==> src/rtl/smr_pkg.sv <==
// ----------------------------------------------------------------------------
// smr_pkg: shared types and constants of the shift-register / MCG generator
// Holds the function codes, the state layout and the table of multiplier powers.
// ----------------------------------------------------------------------------
package smr_pkg;

  localparam int unsigned SMR_WORD_W    = 32;
  localparam int unsigned SMR_OUT_W     = 31;
  localparam int unsigned SMR_IDX_W     = 7;
  localparam int unsigned SMR_TAB_DEPTH = 1 << SMR_IDX_W;

  // State memory holds {shift word, multiplier word} in a single entry.
  localparam int unsigned SMR_STATE_W     = 2 * SMR_WORD_W;
  localparam int unsigned SMR_STATE_DEPTH = 1;
  localparam int unsigned SMR_ADDR_W      = 1;

  localparam logic [SMR_WORD_W-1:0] SMR_SHIFT_MASK = 32'd593970775;
  localparam logic [SMR_WORD_W-1:0] SMR_MULT_BASE  = 32'd69069;

  typedef enum logic [0:0] {
    FUNC_RESEED = 1'b0,
    FUNC_DRAW   = 1'b1
  } func_t;

  typedef logic [SMR_TAB_DEPTH-1:0][SMR_WORD_W-1:0] pow_tab_t;

  // Entry k holds base^(128 - k) mod 2^32.
  function automatic pow_tab_t smr_build_pow_tab();
    pow_tab_t          tab;
    logic [SMR_WORD_W-1:0] p;
    p = 32'd1;
    for (int j = SMR_TAB_DEPTH - 1; j >= 0; j--) begin
      p      = p * SMR_MULT_BASE;
      tab[j] = p;
    end
    return tab;
  endfunction

  localparam pow_tab_t SMR_POW_TAB = smr_build_pow_tab();

endpackage

==> src/rtl/smr_ram.sv <==
// ----------------------------------------------------------------------------
// smr_ram: generic single-port-write, single-port-read RAM
// One write and one read per cycle; read data is registered.
// ----------------------------------------------------------------------------
module smr_ram
  import smr_pkg::*;
#(
  parameter int unsigned WIDTH = SMR_STATE_W,
  parameter int unsigned DEPTH = SMR_STATE_DEPTH,
  localparam int unsigned AW   = (DEPTH > 1) ? $clog2(DEPTH) : 1
) (
  input  logic             clk,
  input  logic             we,
  input  logic [AW-1:0]    waddr,
  input  logic [WIDTH-1:0] wdata,
  input  logic             re,
  input  logic [AW-1:0]    raddr,
  output logic [WIDTH-1:0] rdata
);

  logic [WIDTH-1:0] mem_r [DEPTH];
  logic [WIDTH-1:0] rdata_r;

  always_ff @(posedge clk) begin
    if (we) begin
      mem_r[waddr] <= wdata;
    end
    if (re) begin
      rdata_r <= mem_r[raddr];
    end
  end

  assign rdata = rdata_r;

endmodule

==> src/rtl/shift_register_mcg_random_unit.sv <==
// ----------------------------------------------------------------------------
// shift_register_mcg_random_unit: combined shift-register / multiplicative
// congruential random generator
// Each draw beat returns one 31-bit value; a reseed beat loads the seed and
// runs one hidden step without a result.
// ----------------------------------------------------------------------------
//
//   channel  | direction | handshake            | payload
//   ---------+-----------+----------------------+---------------------------
//   in_      | input     | in_valid / in_ready  | in_func (1), in_seed (32)
//   out_     | output    | out_valid / out_ready| out_random_value (31)
//
// Cycles: one beat per cycle sustained while no draw is blocked on a full
//   output register. A beat issues the state read when it is accepted, steps
//   in the step stage, writes the state back and lands in the output register.
// Throughput is set by the multiply-add loop on the state word;
//   the value written in the same cycle as a read is forwarded around the RAM.
// Reset: synchronous, active low; both state words read as zero until the
//   first write-back (a valid flag covers the RAM), no clearing pass.
// Stalls: a draw waiting for a full output register holds the step stage and
//   drops in_ready; a reseed never waits on the output side.
// ----------------------------------------------------------------------------
module shift_register_mcg_random_unit
  import smr_pkg::*;
(
  input  logic                  clk,
  input  logic                  rst_n,
  input  logic                  in_valid,
  output logic                  in_ready,
  input  logic [0:0]            in_func,
  input  logic [SMR_WORD_W-1:0] in_seed,
  output logic                  out_valid,
  input  logic                  out_ready,
  output logic [SMR_OUT_W-1:0]  out_random_value
);

  // Handshakes
  logic in_fire;
  logic s1_go;

  // Step stage: item held while its state read is in flight
  logic                  s1_valid_r, s1_valid_nxt;
  func_t                 s1_func_r;
  logic [SMR_WORD_W-1:0] s1_seed_r;
  logic                  s1_fwd_r;      // state written at the edge of the read

  // State memory and forwarding
  logic [SMR_ADDR_W-1:0]  state_addr;
  logic [SMR_STATE_W-1:0] ram_rdata;
  logic [SMR_STATE_W-1:0] wr_data;
  logic [SMR_STATE_W-1:0] fwd_data_r;
  logic                   written_r;     // RAM entry holds a real value

  // Step datapath
  logic [SMR_STATE_W-1:0] cur_state;
  logic [SMR_WORD_W-1:0]  cur_shift;
  logic [SMR_WORD_W-1:0]  cur_mult;
  logic [SMR_WORD_W-1:0]  new_shift;
  logic [SMR_WORD_W-1:0]  nit;
  logic [SMR_WORD_W-1:0]  pow_val;
  logic [SMR_WORD_W-1:0]  prod;
  logic [SMR_WORD_W-1:0]  new_mult;
  logic [SMR_OUT_W-1:0]   step_result;

  // Output register
  logic                 out_valid_r, out_valid_nxt;
  logic [SMR_OUT_W-1:0] out_value_r;

  assign state_addr = '0;

  // Advance the step stage when it holds a reseed, or a draw that can land
  // in the output register this cycle.
  assign s1_go    = s1_valid_r && ((s1_func_r == FUNC_RESEED) || !out_valid_r || out_ready);
  assign in_ready = !s1_valid_r || s1_go;
  assign in_fire  = in_valid && in_ready;

  always_comb begin
    s1_valid_nxt = s1_valid_r;
    if (in_fire) begin
      s1_valid_nxt = 1'b1;
    end else if (s1_go) begin
      s1_valid_nxt = 1'b0;
    end
  end

  always_ff @(posedge clk) begin
    if (!rst_n) begin
      s1_valid_r <= 1'b0;
      s1_fwd_r   <= 1'b0;
      written_r  <= 1'b0;
    end else begin
      s1_valid_r <= s1_valid_nxt;
      if (in_fire) begin
        // The read issued now misses a write landing at the same edge.
        s1_fwd_r <= s1_go;
      end
      if (s1_go) begin
        written_r <= 1'b1;
      end
    end
  end

  always_ff @(posedge clk) begin
    if (in_fire) begin
      s1_func_r <= func_t'(in_func);
      s1_seed_r <= in_seed;
    end
    if (s1_go) begin
      fwd_data_r <= wr_data;
    end
  end

  smr_ram #(
    .WIDTH (SMR_STATE_W),
    .DEPTH (SMR_STATE_DEPTH)
  ) u_state_ram (
    .clk   (clk),
    .we    (s1_go),
    .waddr (state_addr),
    .wdata (wr_data),
    .re    (in_fire),
    .raddr (state_addr),
    .rdata (ram_rdata)
  );

  // Pick the current state: forwarded write-back first, then RAM, else reset.
  always_comb begin
    priority if (s1_fwd_r) begin
      cur_state = fwd_data_r;
    end else if (written_r) begin
      cur_state = ram_rdata;
    end else begin
      cur_state = '0;
    end
  end

  // One generator step. A reseed replaces the state by {seed, 0} first.
  always_comb begin
    unique case (s1_func_r)
      FUNC_RESEED: begin
        cur_shift = s1_seed_r;
        cur_mult  = '0;
      end
      FUNC_DRAW: begin
        cur_shift = cur_state[SMR_STATE_W-1:SMR_WORD_W];
        cur_mult  = cur_state[SMR_WORD_W-1:0];
      end
      default: begin
        cur_shift = cur_state[SMR_STATE_W-1:SMR_WORD_W];
        cur_mult  = cur_state[SMR_WORD_W-1:0];
      end
    endcase

    // Double the shift word; fold in the mask when it was zero or negative.
    new_shift = {cur_shift[SMR_WORD_W-2:0], 1'b0};
    if (cur_shift[SMR_WORD_W-1] || (cur_shift == '0)) begin
      new_shift = new_shift ^ SMR_SHIFT_MASK;
    end

    nit      = new_shift - SMR_WORD_W'(1);
    pow_val  = SMR_POW_TAB[nit[SMR_IDX_W-1:0]];
    prod     = cur_mult * pow_val;
    new_mult = prod + nit;

    // Fold the sign: invert a negative multiplier word.
    step_result = new_mult[SMR_WORD_W-1] ? ~new_mult[SMR_OUT_W-1:0]
                                         : new_mult[SMR_OUT_W-1:0];
  end

  assign wr_data = {new_shift, new_mult};

  // Output register: load on a draw that leaves the step stage, drop on take.
  always_comb begin
    out_valid_nxt = out_valid_r;
    if (s1_go && (s1_func_r == FUNC_DRAW)) begin
      out_valid_nxt = 1'b1;
    end else if (out_ready) begin
      out_valid_nxt = 1'b0;
    end
  end

  always_ff @(posedge clk) begin
    if (!rst_n) begin
      out_valid_r <= 1'b0;
    end else begin
      out_valid_r <= out_valid_nxt;
    end
  end

  always_ff @(posedge clk) begin
    if (s1_go && (s1_func_r == FUNC_DRAW)) begin
      out_value_r <= step_result;
    end
  end

  assign out_valid        = out_valid_r;
  assign out_random_value = out_value_r;

  // --------------------------------------------------------------------------
  // Assertions
  // --------------------------------------------------------------------------

  // Input backpressure only comes from a draw blocked on a full output.
  a_ready_cause: assert property (@(posedge clk) disable iff (!rst_n)
    !in_ready |-> (s1_valid_r && (s1_func_r == FUNC_DRAW) && out_valid_r && !out_ready))
    else $error("in_ready low without a blocked draw");

  // A read issued together with a write-back must take the forwarded value.
  a_fwd_set: assert property (@(posedge clk) disable iff (!rst_n)
    (in_fire && s1_go) |=> s1_fwd_r)
    else $error("forwarding flag missed a same-edge write-back");

  // A reseed leaving the step stage never creates a result.
  a_reseed_silent: assert property (@(posedge clk) disable iff (!rst_n)
    (s1_go && (s1_func_r == FUNC_RESEED) && !out_valid_r) |=> !out_valid_r)
    else $error("reseed produced a result");

  // Once the state RAM holds a value it stays valid.
  a_written_sticky: assert property (@(posedge clk) disable iff (!rst_n)
    written_r |=> written_r)
    else $error("state valid flag dropped");

endmodule

==> config.mk <==
export PLATFORM = sky130hd
export DESIGN_NAME = shift_register_mcg_random_unit
export DESIGN_NICKNAME = d
export VERILOG_FILES = /design/src/rtl/smr_pkg.sv /design/src/rtl/smr_ram.sv /design/src/rtl/shift_register_mcg_random_unit.sv
export SDC_FILE = /design/constraint.sdc
export NUM_CORES = 2
export LEC_CHECK = 0
export ABC_AREA = 1
export BUFFER_PORTS_ARGS = -buffer_cell sky130_fd_sc_hd__buf_4
export CORE_MARGIN = 5
export CORE_UTILIZATION = 35
export DETAILED_ROUTE_END_ITERATION = 10
export GPL_ROUTABILITY_DRIVEN = 0
export SYNTH_ARGS = -nofsm -noshare
export SYNTH_HDL_FRONTEND = slang
export SYNTH_SLANG_ARGS = --single-unit
export TNS_END_PERCENT = 1
==> constraint.sdc <==
create_clock -name clk -period 11 [get_ports clk]
set_input_delay 1.65 -clock clk [delete_from_list [all_inputs] [get_ports clk]]
set_output_delay 1.65 -clock clk [all_outputs]
set_load 0.1 [all_outputs]
==> reports/qor.yml <==
run:
  cap_violations: 0
synth:
  synth_warnings: 0
  synth_simple_gate_area_share_pct: 26.49
  synth.mux.area_fraction_pct: 0
  synth_top_cell_area_share_pct: 27.97
  synthDistinctLibCells: 51
  synth_async_sr_flop_share_pct: 0
  dominant_combinational_cell_family_by_area_after_synthesis: "adder cells"
  number_of_enable_flip_flop_cells_after_synthesis: 192
  number_of_cells_produced_by_synthesis: 3743
  synthesis.area_um2: 29200
  synth_xor_xnor_area_share_pct: 2.262
  ys_ff_latch: 196
  yosysTopAreaCell: "sky130_fd_sc_hd__fa_1"
  top_cells_by_area_synth: "sky130_fd_sc_hd__fa_1, sky130_fd_sc_hd__edfxtp_1, sky130_fd_sc_hd__nand2_1"
  seq_area_frac_synth_pct: 20.02
  synth_area_per_cell_um2: 7.802
  synth_nets: 4359
  compound_gate_portion_of_the_synthesized_area_pct: 3.890
  yosys.area_share.adder_pct: 35.30
  dominantRegCellSynth: "sky130_fd_sc_hd__edfxtp_1"
hold_path:
  hold_path.class: "flop to flop"
worst_setup_path:
  worst_r2r_path_depth: 52
  worstSetupPathType: "flop to flop"
  timing.critical_path.to_type: "flop"
  timing.critical_path.fanout_max: 17
  reg2reg_slack_ns: 0.39
  critPathMaxStageDelay_ns: 0.62
  r2r-start: "s1_func_r"
  worstSetupStartpoint: "s1_func_r"
  worstSetupStartpointType: "flop"
  critical_path_required_ns: 11.19
  crit_end: "out_random_value[8]"
  worst_ep_arrival_time_ns: 10.80
  crit_path_frequent_cell: "sky130_fd_sc_hd__fa_1"
  r2r_end: "out_random_value[8]"
  critical_path.slowest_cell: "sky130_fd_sc_hd__fa_2"
finish:
  area_growth_pct: 13.47
  layout_commonest_cell: "sky130_fd_sc_hd__nand2_1"
  final.fill_count: 8447
  fin_nets: 4534
  final_instance_area_um2: 33130
  final_cells: 5011
  most-common-layout-cells: "sky130_fd_sc_hd__nand2_1, sky130_fd_sc_hd__inv_1, sky130_fd_sc_hd__fa_1, sky130_fd_sc_hd__nand3_1, sky130_fd_sc_hd__nor2_1"
  layout_cells_sized_above_1_pct: 12.19
  antennaDiodeCount: 0
die:
  die_width_um: 298.9
  die_area_um2: 89310
  core_area_um2: 83160
  die_height_um: 298.9
  initial_utilization_pct: 35.12
  io-pin-count: 70
  core.rowCount: 106
power_and_ir_drop:
  intPower_mw: 5.035
  leakagePower_nw: 16.26
  power_mw: 11.08
  combinationalPowerShare_pct: 80.7
  clockPowerShare_pct: 5.8
  powerDensity_nw_per_um2: 334.3
  proportion_of_power_drawn_by_flip_flops_and_latches_pct: 13.6
  total_switching_power_mw: 6.043
  switching_share_pct: 54.55
  ir_drop_uv: 671.7
timing:
  fmaxAchievable_mhz: 94.29
  timing_worst_slew_pin_value_ns: 0.9347
  period_minus_slack_ns: 10.61
  finalClockSkew_ns: 0.01653
  relSlewSlack_pct: 37.45
  report.final.setup_viol: 0
  finalHoldWorstSlack_ns: 0.4463
  final_worst_path_cycle_share_pct: 96.41
  hold_fails_final_rpt: 0
  timing.final.max_slew_violations: 0
  final.setup.tns_ns: 0
place:
  dp_cells: 4960
  numPortBuffers: 69
  dpl_cell_area_um2: 32100
  dpl.hpwl_um: 81940
cts:
  cts_max_level: 4
  tritoncts: "done"
  tritoncts.num_buffers: 17
  clk_root_buffer_cell: "sky130_fd_sc_hd__clkbuf_16"
  clk_latency_ns: 0.45
  clk_transition_reported_paths_ns: 0.08
  clock_path_buffers: 2
  cts.sinks: 196
status:
  status: "complete, no violations"
detailed_routing:
  drt_wirelength_um: 102600
  vias: 26340
  detail_routed_net_length_per_standard_cell_um: 20.47
  route.antenna.remaining_nets: 0
  drc_errors: 0
  first_pass_iters: 9
  detail_route.iter0.violations: 3199
  avgViaCountPerCell: 5.257
grt:
  grt_antenna_before_repair: 0
  global_route.overflow_total: 0
  number_of_global_route_vias_before_repair: 26510
  grt_first_pass_wirelength_um: 158000
  globalRouteTotalUtil_pct: 22.68
  grt_start_max_net_pins: 60
-- flip-flops by register name (all words and copies together), names as in the netlist --
name	count
u_state_ram.mem_r	64
u_state_ram.rdata	64
s1_seed_r	32
out_random_value	31
out_valid	1
s1_func_r	1
s1_fwd_r	1
s1_valid_r	1
written_r	1
-- area by class of cell --
cell class / count / area (µm²) / share of cell area (%)
multi-input combinational: 2691 / 20140 / 60.80
sequential: 196 / 5847 / 17.65
inverter: 708 / 2665 / 8.043
timing repair buffer: 304 / 2532 / 7.643
tap: 1080 / 1351 / 4.078
clock buffer: 18 / 429.2 / 1.295
clock inverter: 14 / 165.2 / 0.4985
-- Yosys cell counts, types with 4 or more instances --
cell type / n
sky130_fd_sc_hd__nand2_1: 1044
sky130_fd_sc_hd__inv_1: 682
sky130_fd_sc_hd__fa_1: 408
sky130_fd_sc_hd__nand3_1: 380
sky130_fd_sc_hd__nor2_1: 309
sky130_fd_sc_hd__edfxtp_1: 192
sky130_fd_sc_hd__ha_1: 171
sky130_fd_sc_hd__a21oi_1: 65
sky130_fd_sc_hd__o21ai_0: 65
sky130_fd_sc_hd__clkbuf_1: 52
sky130_fd_sc_hd__buf_2: 51
sky130_fd_sc_hd__xor2_1: 49
sky130_fd_sc_hd__nand2_2: 27
sky130_fd_sc_hd__or2_2: 24
sky130_fd_sc_hd__buf_4: 23
sky130_fd_sc_hd__xnor2_1: 19
sky130_fd_sc_hd__buf_6: 18
sky130_fd_sc_hd__nand4_1: 16
sky130_fd_sc_hd__a22o_1: 14
sky130_fd_sc_hd__o211ai_1: 14
sky130_fd_sc_hd__inv_2: 13
sky130_fd_sc_hd__a22oi_1: 12
sky130_fd_sc_hd__clkinv_1: 12
sky130_fd_sc_hd__nand3b_1: 9
sky130_fd_sc_hd__nor3_1: 9
sky130_fd_sc_hd__buf_1: 8
sky130_fd_sc_hd__o21ai_1: 8
sky130_fd_sc_hd__or2_1: 6
sky130_fd_sc_hd__a21oi_2: 5
sky130_fd_sc_hd__nand3_2: 5
sky130_fd_sc_hd__dfxtp_1: 4
sky130_fd_sc_hd__nor4_1: 4
-- worst min-delay path by stage --
| stage | from | endpoint | slack (ns) | cells past startpoint |
|---|---|---|---|---|
| global route | u_state_ram.mem_r[0][29] | u_state_ram.rdata[29] | 0.46 | 0 |
| detailed placement | u_state_ram.mem_r[0][27] | u_state_ram.rdata[27] | 0.43 | 0 |
| CTS | u_state_ram.mem_r[0][29] | u_state_ram.rdata[29] | 0.45 | 0 |
| finish | u_state_ram.mem_r[0][29] | u_state_ram.rdata[29] | 0.45 | 0 |
| global placement | u_state_ram.mem_r[0][63] | u_state_ram.rdata[63] | 0.43 | 0 |
| floorplan | u_state_ram.mem_r[0][34] | u_state_ram.rdata[34] | 0.43 | 0 |
-- stage by stage --
step / util [%] / setup slack (ns)
after floorplan: - / 0.008130
after detailed placement: 38.60 / -0.1924
final: 39.85 / 0.3947
after CTS: 39.33 / 0.05537
after global placement: 38.60 / -0.04413
after global routing: 39.85 / -0.06631
-- cells by family after synthesis --
| family | after synthesis |
|---|---|
| simple gates | 1843 |
| flops | 196 |
| xor+xnor | 72 |
| buf+inv | 860 |
| compound gates | 193 |
| fa+ha+maj | 579 |
-- metal layers --
metal / track usage, % / wire length, µm / vias to the layer above
li1: - / - / 11850
met1: 31.38 / 42120 / 12710
met2: 34.92 / 44670 / 1467
met3: 3.923 / 10180 / 318
met4: 10.28 / 5601 / 0
met5: 0 / 0 / -
-- what timing repair did --
item                       in CTS  in global routing
hold buffers                    0                  0
resized for setup               4                 78
setup endpoints to repair      32                 36
pin swaps                       0                 11
buffers inserted                0                 15
cloned                          0                  4
-- worst max-delay path, delay by kind of cell (launching register included) --
| family | cells | cell delay, ns |
|---|---|---|
| buffers and inverters | 16 | 2.14 |
| AO/OA/AOI/OAI | 3 | 0.45 |
| adder cells (fa/ha/maj) | 10 | 4.70 |
| AND/OR/NAND/NOR | 22 | 2.29 |
| flip-flops | 1 | 0.47 |
| XOR/XNOR | 1 | 0.29 |
-- power groups by stage --
stage | logic [mW] | clock network [mW] | registers, mW
finish | 8.94 | 0.638 | 1.50
global route | 9.81 | 0.679 | 1.52
CTS | 8.53 | 0.655 | 1.51
detailed placement | 8.41 | 0 | 1.52
global placement | 8.37 | 0 | 1.52
floorplan | 4.86 | 0 | 1.93
(Power assumes the default switching activity.)
